--- config.mk ---
export PLATFORM = sky130hd
export DESIGN_NAME = sp_ctrl
export DESIGN_NICKNAME = d
export VERILOG_FILES = /design/src/hw/rtl/sp_pkg.sv /design/src/hw/rtl/sp_ctrl.sv
export SDC_FILE = /design/constraint.sdc
export NUM_CORES = 1
export LEC_CHECK = 0
export ABC_AREA = 1
export BUFFER_PORTS_ARGS = -buffer_cell sky130_fd_sc_hd__buf_2
export CAP_MARGIN = 30
export CORE_AREA = 2 2 39 41
export DETAILED_ROUTE_END_ITERATION = 6
export DIE_AREA = 0 0 41 43
export HOLD_SLACK_MARGIN = 0.02
export PLACE_DENSITY_LB_ADDON = 0.15
export SLEW_MARGIN = 20
export SYNTH_ARGS = -nofsm -noshare
export SYNTH_HDL_FRONTEND = slang
export SYNTH_SLANG_ARGS = --single-unit
--- constraint.sdc ---
create_clock -name clk_i -period 1.4 [get_ports clk_i]
set_input_delay 0.14 -clock clk_i [delete_from_list [all_inputs] [get_ports clk_i]]
set_output_delay 0.14 -clock clk_i [all_outputs]
set_load 0.005 [all_outputs]
--- src/hw/rtl/sp_pkg.sv ---
// ----------------------------------------------------------------------------
// sp_pkg
// shared types and constants of the sandpile stabilizer
// ----------------------------------------------------------------------------
package sp_pkg;

  localparam int SideBits   = 6;
  localparam int Side       = 1 << SideBits;
  localparam int IdxBits    = 2 * SideBits;
  localparam int Cells      = Side * Side;
  localparam int StackDepth = 4096;
  localparam int TopBits    = $clog2(StackDepth + 1);
  localparam int StkIdxBits = $clog2(StackDepth);
  localparam int HBits      = 16;
  localparam int CntBits    = 13;
  localparam int TopplBits  = 48;
  localparam int DiamBits   = 7;
  localparam int InBits     = 24;
  localparam int OutBits    = 168;

  localparam logic [SideBits-1:0] Half = SideBits'(Side / 2);

  typedef enum logic [1:0] {
    STAT_OK   = 2'd0,
    STAT_OVER = 2'd1,
    STAT_FULL = 2'd2,
    STAT_OUT  = 2'd3
  } sp_status_e;

  typedef enum logic [3:0] {
    ST_CLEAR, ST_IDLE, ST_ACC, ST_ACC_WR, ST_PUSH, ST_NEXT,
    ST_POP, ST_POP_WT, ST_TOP, ST_DONE
  } sp_state_e;

  typedef enum logic [3:0] {
    OP_NONE, OP_CLEAR, OP_ACCEPT, OP_ACC, OP_ACC_WR, OP_PUSH, OP_NEXT,
    OP_POP, OP_POP_WT, OP_TOP, OP_DONE
  } sp_op_e;

  typedef struct packed {
    sp_op_e op;
    logic   in_ready;
  } sp_cmd_t;

  typedef struct packed {
    logic clr_last;
    logic in_read;
    logic off_grid;
    logic n_zero;
    logic push_last;
    logic nb_more;
    logic stack_empty;
    logic topple;
    logic out_free;
  } sp_stat_t;

endpackage

--- src/hw/rtl/sp_ctrl.sv ---
// ----------------------------------------------------------------------------
// sp_ctrl
// sequencer for clearing, reads, adds, pushes, pops and topplings
// ----------------------------------------------------------------------------
module sp_ctrl (
  input  logic             clk_i,
  input  logic             rst_ni,
  input  logic             in_valid_i,
  input  sp_pkg::sp_stat_t stat_i,
  output sp_pkg::sp_cmd_t  cmd_o
);
  import sp_pkg::*;

  sp_state_e state_q, state_d;

  always_ff @(posedge clk_i or negedge rst_ni) begin
    if (!rst_ni) begin
      state_q <= ST_CLEAR;
    end else begin
      state_q <= state_d;
    end
  end

  always_comb begin
    state_d = state_q;
    unique case (state_q)
      ST_CLEAR:  if (stat_i.clr_last) state_d = ST_IDLE;
      ST_IDLE:   if (in_valid_i) state_d = stat_i.in_read ? ST_DONE : ST_ACC_WR;
      ST_ACC:    state_d = stat_i.off_grid ? ST_NEXT : ST_ACC_WR;
      ST_ACC_WR: state_d = stat_i.n_zero ? ST_NEXT : ST_PUSH;
      ST_PUSH:   if (stat_i.push_last) state_d = ST_NEXT;
      ST_NEXT:   state_d = stat_i.nb_more ? ST_ACC : ST_POP;
      ST_POP:    state_d = stat_i.stack_empty ? ST_DONE : ST_POP_WT;
      ST_POP_WT: state_d = ST_TOP;
      ST_TOP:    state_d = stat_i.topple ? ST_ACC : ST_POP;
      ST_DONE:   if (stat_i.out_free) state_d = ST_IDLE;
      default:   state_d = ST_IDLE;
    endcase
  end

  always_comb begin
    cmd_o.in_ready = 1'b0;
    cmd_o.op       = OP_NONE;
    unique case (state_q)
      ST_CLEAR:  cmd_o.op = OP_CLEAR;
      ST_IDLE: begin
        cmd_o.in_ready = 1'b1;
        if (in_valid_i) cmd_o.op = OP_ACCEPT;
      end
      ST_ACC:    cmd_o.op = OP_ACC;
      ST_ACC_WR: cmd_o.op = OP_ACC_WR;
      ST_PUSH:   cmd_o.op = OP_PUSH;
      ST_NEXT:   cmd_o.op = OP_NEXT;
      ST_POP:    cmd_o.op = OP_POP;
      ST_POP_WT: cmd_o.op = OP_POP_WT;
      ST_TOP:    cmd_o.op = OP_TOP;
      ST_DONE:   cmd_o.op = OP_DONE;
      default:   cmd_o.op = OP_NONE;
    endcase
  end

endmodule

Word-level counts from Yosys, hierarchy flattened
Cells that the tools add are included.
- output and inout bits: 5
- flip-flop bits (word level): 4
- word-level logic and storage cells: 30
- input bits: 12
- multiplexer cells: 14
- eq/ne operators: 13
- reductions and logical operators: 2
- operators by type and width (cell ; count):
    $pmux 4 s10 ; 2
    $mux 4 ; 6
    $eq 4x3->1 const B ; 4
    $mux 3 ; 3
    $eq 4x2->1 const B ; 2
    $eq 4x4->1 const B ; 2
    $ne 2x2->1 const B ; 4
    $eq 4x1->1 const B ; 1
    $logic_not 4->1 ; 1
    $reduce_and 4->1 ; 1
    $mux 1 ; 2
    $mux 2 ; 1

Longest topological paths before layout
Gate-level depths: netlist of run 1.
- word-level depth: 3
- depth in mapped cells: 8
- mapped depth without buffers: 8

Least setup slack after synthesis of run 1
Ideal clock, no wire load.
- path kind: flip-flop to output port
- start point: reg state_q[3]
- end point: out cmd_o[2] (netlist name)
- arrival time: 0.971 ns
- path slack: 0.289 ns
- stages on the path, launching flop included: 4
- buffers on the path: 0
- required time: 1.260 ns
- path through: dfrtp_1 > nor2_2 > nand2_1 > o221ai_1
- RTL lines (item ; RTL line ; text):
    start: declaration ; sp_ctrl.sv:14 ; sp_state_e state_q, state_d;
    start signal: assignment ; sp_ctrl.sv:20 ; state_q <= state_d;
    end: declaration ; sp_ctrl.sv:10 ; output sp_pkg::sp_cmd_t cmd_o

==> results of run 1 <==
[kinds of logic after synthesis]
| logic type | synth area share [%] |
|---|---|
| AO/OA/AOI/OAI | 13.8 |
| buffers and inverters | 12.3 |
| flip-flops | 23.5 |
| AND/OR/NAND/NOR | 50.4 |
[cell type report]
class                           instances  area [sq um]  area share, %
Multi-Input combinational cell         55           307           48.1
Sequential cell                         4           105           16.5
Tap cell                               16          20.0           3.14
Timing Repair Buffer                   23           139           21.8
Inverter                               11          43.8           6.88
Clock buffer                            3          22.5           3.54
[per-layer routing]
layer	part of all wire [%]	routed length, um	track usage (%)
met3	4.0	46	1.57
met1	45	519	24.2
met5	0	0	0
met2	50	576	24.4
met4	0.78	9	4.00
[tightest hold or removal path, delay by kind of cell]
family,cells,cell delay (ns)
simple gates,2,0.13
buf+inv,2,0.10
[power by group through the flow]
| stage | Clock [uW] | Combinational [uW] | Sequential [uW] |
|---|---|---|---|
| after global placement | 0 | 695 | 251 |
| final | 143 | 853 | 282 |
| after detailed placement | 0 | 689 | 253 |
| after floorplan | 0 | 538 | 208 |
| after global routing | 156 | 971 | 293 |
| after CTS | 142 | 781 | 272 |
[per-stage QoR]
stage | TNS (ns) | area, sq um
4_1_cts | 0 | 603
2_1_floorplan | 0 | 427
6_report | 0 | 637
3_3_place_gp | 0 | 523
3_5_place_dp | 0 | 523
5_1_grt | -0.0606 | 637
[cell usage after synthesis]
cell,instances
a21oi_1,3
o211ai_1,2
nor2_1,7
o21ai_1,1
o21ai_0,3
nand3b_1,1
nand2_1,21
nand3_1,6
o221ai_1,1
nand3b_2,1
nor2_4,1
inv_1,7
nand2_2,2
dfrtp_1,4
nor2_2,6
inv_2,4
buf_6,1
[timing repair]
item,in CTS,in global routing
endpoints found under the hold margin,4,0
resized for setup,8,8
hold buffers,1,0
endpoints found under the setup margin,1,4
pin swaps,2,2
buffers inserted,4,1
[path summary, 6_finish.rpt]
kind | start | endpoint | slack, ns
hold reg to reg | state_q[1] | state_q[2] | 0.67
min in group asynchronous | rst_ni | state_q[2] | 0.24
max in group asynchronous | rst_ni | state_q[3] | 1.03
hold / removal | stat_i[0] | state_q[3] | 0.17
setup / recovery | state_q[1] | cmd_o[2] | 0.02
setup reg to reg | state_q[1] | state_q[3] | 0.14
==> impl_metrics.csv, run 1 <==
group,metric,value,unit
synthesis,yosysTopAreaCell,"dfrtp_1",
final_layout,drive_gt1_share,51.0,%
grt,track_usage,16.2,%
synthesis,synth.cell_area,427,sq um
cts,root_buffer,"clkbuf_4",
min_path,min_path_type,"input pin to flop",
critical_path,cp.required,1.26,ns
routing,drt_iter0_drc,7,
final_layout,diodes,0,
synthesis,synth.ff_latch_count,4,
power,finalPower,1280,uW
final_layout,area_growth,49.3,%
die,num_rows,14,
final_layout,top_register,"state_q",
timing,timing.final.crit_share,98.4,%
min_path,holdPathStages,4,
cts,cts_buffers,3,
power,pwr-share-clk,11.2,%
timing,hold_viol_final,0,
cts,path_clk_slew,0.04,ns
cts,cts_tree,"built",
die,start_util,30.8,%
die,die-area,1760,sq um
power,switching_share,49.0,%
power,vdd_drop_max,835,uV
routing,wl_per_cell,10.3,um
timing,min_period,1.38,ns
synthesis,syn_inst,71,
timing,whs,0.173,ns
routing,dr_total_vias,513,
critical_path,critPathKind,"flop to primary output",
grt,grt_max_degree,9,
critical_path,crit_chain,"inv_2 > nor2_2 > a21oi_2 > o221ai_2 > buf_2",
critical_path,slowest_delay,0.46,ns
placement,dpl.hpwl,920,um
routing,viasPerCell,4.58,
run,maxCapViolations,0,
synthesis,synth.area.top_cells,"dfrtp_1 23%, nand2_1 18%, nor2_2 8.8%",
final_layout,final_cell_mix,"20 x nand2_1, 16 x buf_2, 6 x inv_1, 6 x nand3_1",
power,combPwrFrac,66.8,%
critical_path,cp_slowest_cell,"dfrtp_2",
timing,max_freq,0.726,GHz
critical_path,cp_max_fo,7,
final_layout,largest_reg_flops,4,
timing,fin_ws,0.0225,ns
routing,routed_wl,1150,um
timing,setup_viol,0,
critical_path,cp_top_family,"flip-flops",
power,pwr-share-seq,22.1,%
placement,dp_slack,0.121,ns
cts,clock_path_buffers,2,
placement,portBuffers,16,
grt,grt_pass1_wl,1970,um
timing,worst_pin_slew,0.208,ns
critical_path,path_depth,5,
routing,drc,0,
power,leakagePower,0.000348,uW
synthesis,yosys_warnings,0,
cts,htreeDepth,1,
synthesis,ys_seq_area_share,23.5,%
final_layout,fin_util,46.0,%
final_layout,reg.largest.list,"state_q: 4 flops",
die,die_width,41,um
critical_path,cp-end-kind,"primary output",
synthesis,yosysTopAreaCellShare,23.5,%
critical_path,path_buf_inv,2,
outcome,outcome,"complete, no violations",
critical_path,crit_arrival,1.24,ns
synthesis,yosysUniqueCellTypes,17,
timing,slew_headroom,86.1,%
placement,place.gp.congestion,0.771,
timing,clock_skew,0.0000700,ns
placement,dpl.cell_count,103,
grt,gr-total-overflow,0,
timing,final_max_slew_viol_count,0,
routing,drtAntennaViolNets,0,
synthesis,synth_area_per_cell,6.01,sq um
final_layout,nets,110,
cts,cts.sinks,4,
power,p_switching,626,uW
power,p_per_area,2010,nW/um^2
final_layout,final_common_cell,"nand2_1",
die,io_pins,17,
grt,antenna_found_initial,0,
power,internal_power,651,uW
critical_path,reg2reg_depth,9,
synthesis,syn_nets,83,
grt,grt_pass1_vias,452,
cts,clock_latency,0.24,ns
die,fp.dieH,43,um
critical_path,start_kind,"flop",
final_layout,instances_no_fill,112,
timing,rsz0062_at_grt,"yes",
final_layout,fillers,146,
routing,first_pass_iters,4,
die,core,1380,sq um
Power figures use the tool's default switching activity.
==> inputs of run 2 (changes only) <==
==> constraint.sdc (replaced) <==
create_clock -name clk_i -period 1.4 [get_ports clk_i]
set_input_delay 0.28 -clock clk_i [delete_from_list [all_inputs] [get_ports clk_i]]
set_output_delay 0.28 -clock clk_i [all_outputs]
set_load 0.005 [all_outputs]
==> run 2 against run 1 <==
  * Non-clock buffer count increased by 10
  * Via count up 13%
  * Setup slack got worse by 0.16 ns
  * Critical path depth shrank 1
  * Final cell count increased by 8.9%
  * Clock power hardly changed
  * Clock-buffer cell count unchanged
  * The flow now finishes with violations (negative setup slack)
  * First-iteration DRC count rose by 140%
  * Largest power group unchanged
==> impl_metrics.csv, run 2 (same netlist as run 1, synthesis figures left out) <==
group,metric,value,unit
timing,fin_ws,-0.137,ns
grt,grt_pass1_vias,515,
final_layout,drive_gt1_share,59.4,%
grt,antenna_found_initial,0,
grt,gr-total-overflow,0,
cts,clock_path_buffers,2,
die,die-area,1760,sq um
critical_path,cp_slowest_cell,"dfrtp_2",
placement,place.gp.congestion,0.742,
die,num_rows,14,
critical_path,critPathKind,"flop to primary output",
critical_path,path_depth,4,
power,p_switching,751,uW
power,internal_power,873,uW
grt,grt_pass1_wl,2100,um
min_path,min_path_type,"input pin to flop",
timing,min_period,1.54,ns
final_layout,largest_reg_flops,4,
final_layout,reg.largest.list,"state_q: 4 flops",
timing,clock_skew,0.00724,ns
placement,dpl.cell_count,109,
critical_path,path_buf_inv,2,
timing,worst_pin_slew,0.184,ns
routing,drtAntennaViolNets,0,
timing,slew_headroom,87.7,%
critical_path,cp_top_family,"flip-flops",
routing,viasPerCell,4.74,
critical_path,reg2reg_depth,9,
routing,wl_per_cell,11.0,um
routing,routed_wl,1350,um
timing,setup_viol,6,
final_layout,multi_input_area,339,sq um
run,maxCapViolations,0,
critical_path,r2r_setup_slack,-0.03,ns
critical_path,crit_chain,"buf_4 > nor2_4 > o221ai_2 > buf_2",
timing,whs,0.328,ns
critical_path,crit_arrival,1.26,ns
final_layout,area_growth,77.4,%
die,fp.dieH,43,um
critical_path,regToRegEndpoint,"state_q[3]",
power,p_per_area,2150,nW/um^2
critical_path,slowest_delay,0.45,ns
final_layout,final_common_cell,"nand2_1",
cts,htreeDepth,1,
cts,cts_buffers,3,
routing,drt_iter0_drc,17,
cts,root_buffer,"clkbuf_4",
critical_path,cp-end-kind,"primary output",
outcome,violations,"negative setup slack",
final_layout,regArea,105,sq um
die,die_width,41,um
final_layout,diodes,0,
timing,rsz0062_at_grt,"yes",
die,start_util,30.8,%
power,vdd_drop_max,884,uV
grt,grt_max_degree,7,
outcome,outcome,"finished with violations",
min_path,min-delay-start,"stat_i[0]",
final_layout,nets,120,
timing,hold_viol_final,0,
routing,drc,0,
routing,dr_total_vias,578,
timing,timing.final.crit_share,110,%
grt,track_usage,17.6,%
routing,first_pass_iters,4,
power,combPwrFrac,74.3,%
power,pwr-share-clk,8.8,%
timing,final_max_slew_viol_count,0,
power,leakagePower,0.000410,uW
timing,max_freq,0.651,GHz
critical_path,start_kind,"flop",
final_layout,instances_no_fill,122,
critical_path,critPathLaunch,"state_q[0]",
critical_path,cp-endpoint,"cmd_o[2]",
timing,timing.setup.tns,-0.322,ns
final_layout,final_cell_mix,"17 x nand2_1, 16 x buf_2, 13 x buf_4",
critical_path,cp.required,1.12,ns
die,io_pins,17,
placement,dpl.hpwl,922,um
final_layout,fillers,135,
cts,cts_tree,"built",
power,switching_share,46.2,%
critical_path,cp_max_fo,6,
cts,cts.sinks,4,
die,core,1380,sq um
cts,path_clk_slew,0.03,ns
power,pwr-share-seq,16.9,%
cts,clock_latency,0.24,ns
critical_path,r2r_start,"state_q[0]",
final_layout,top_register,"state_q",
placement,portBuffers,16,
placement,dp_slack,0.0175,ns
[run 2: worst min-delay path by stage]
stage	depth (start not counted)	end
2_1_floorplan	0	state_q[0]
3_5_place_dp	1	state_q[2]
4_1_cts	3	state_q[2]
3_3_place_gp	1	state_q[2]
6_report	4	state_q[3]
5_1_grt	3	state_q[2]
[run 2: what timing repair did]
| action | in CTS | in global routing |
|---|---|---|
| setup endpoints to repair | 4 | 7 |
| pin swaps | 1 | 4 |
| hold buffers | 1 | 0 |
| buffers inserted | 6 | 3 |
| hold endpoints to repair | 4 | 0 |
| resized for setup | 11 | 18 |
[run 2: through the flow]
step                cell area (sq um)  utilization (%)  power, uW
floorplan                         427                -        746
global placement                  568             41.0       1050
detailed placement                568             41.0       1050
CTS                               673             48.6       1370
global route                      757             54.7       1770
finish                            757             54.7       1620
[run 2: tightest hold or removal path: stages]
cell	delay [ns]
buf_2	0.07
inv_1	0.03
nand2_1	0.08
nand2_1	0.06
[run 2: power by group through the flow]
stage | sequential, uW | clock, uW | combinational (uW)
after floorplan | 208 | 0 | 538
after global placement | 241 | 0 | 813
after detailed placement | 241 | 0 | 806
after CTS | 249 | 150 | 973
after global routing | 283 | 166 | 1320
final | 275 | 143 | 1210
[run 2: area by class of cell]
type | count | share of cell area, %
Clock buffer | 3 | 2.98
Inverter | 11 | 6.45
Multi-Input combinational cell | 55 | 44.8
Sequential cell | 4 | 13.9
Tap cell | 16 | 2.64
Timing Repair Buffer | 33 | 29.3
[run 2: per-layer routing]
metal	vias up	part of all wire, %	track usage (%)
li1	299	-	-
met1	258	42	23.2
met2	21	52	27.5
met3	0	5.4	6.28
met4	0	0	2.00
met5	-	0	0
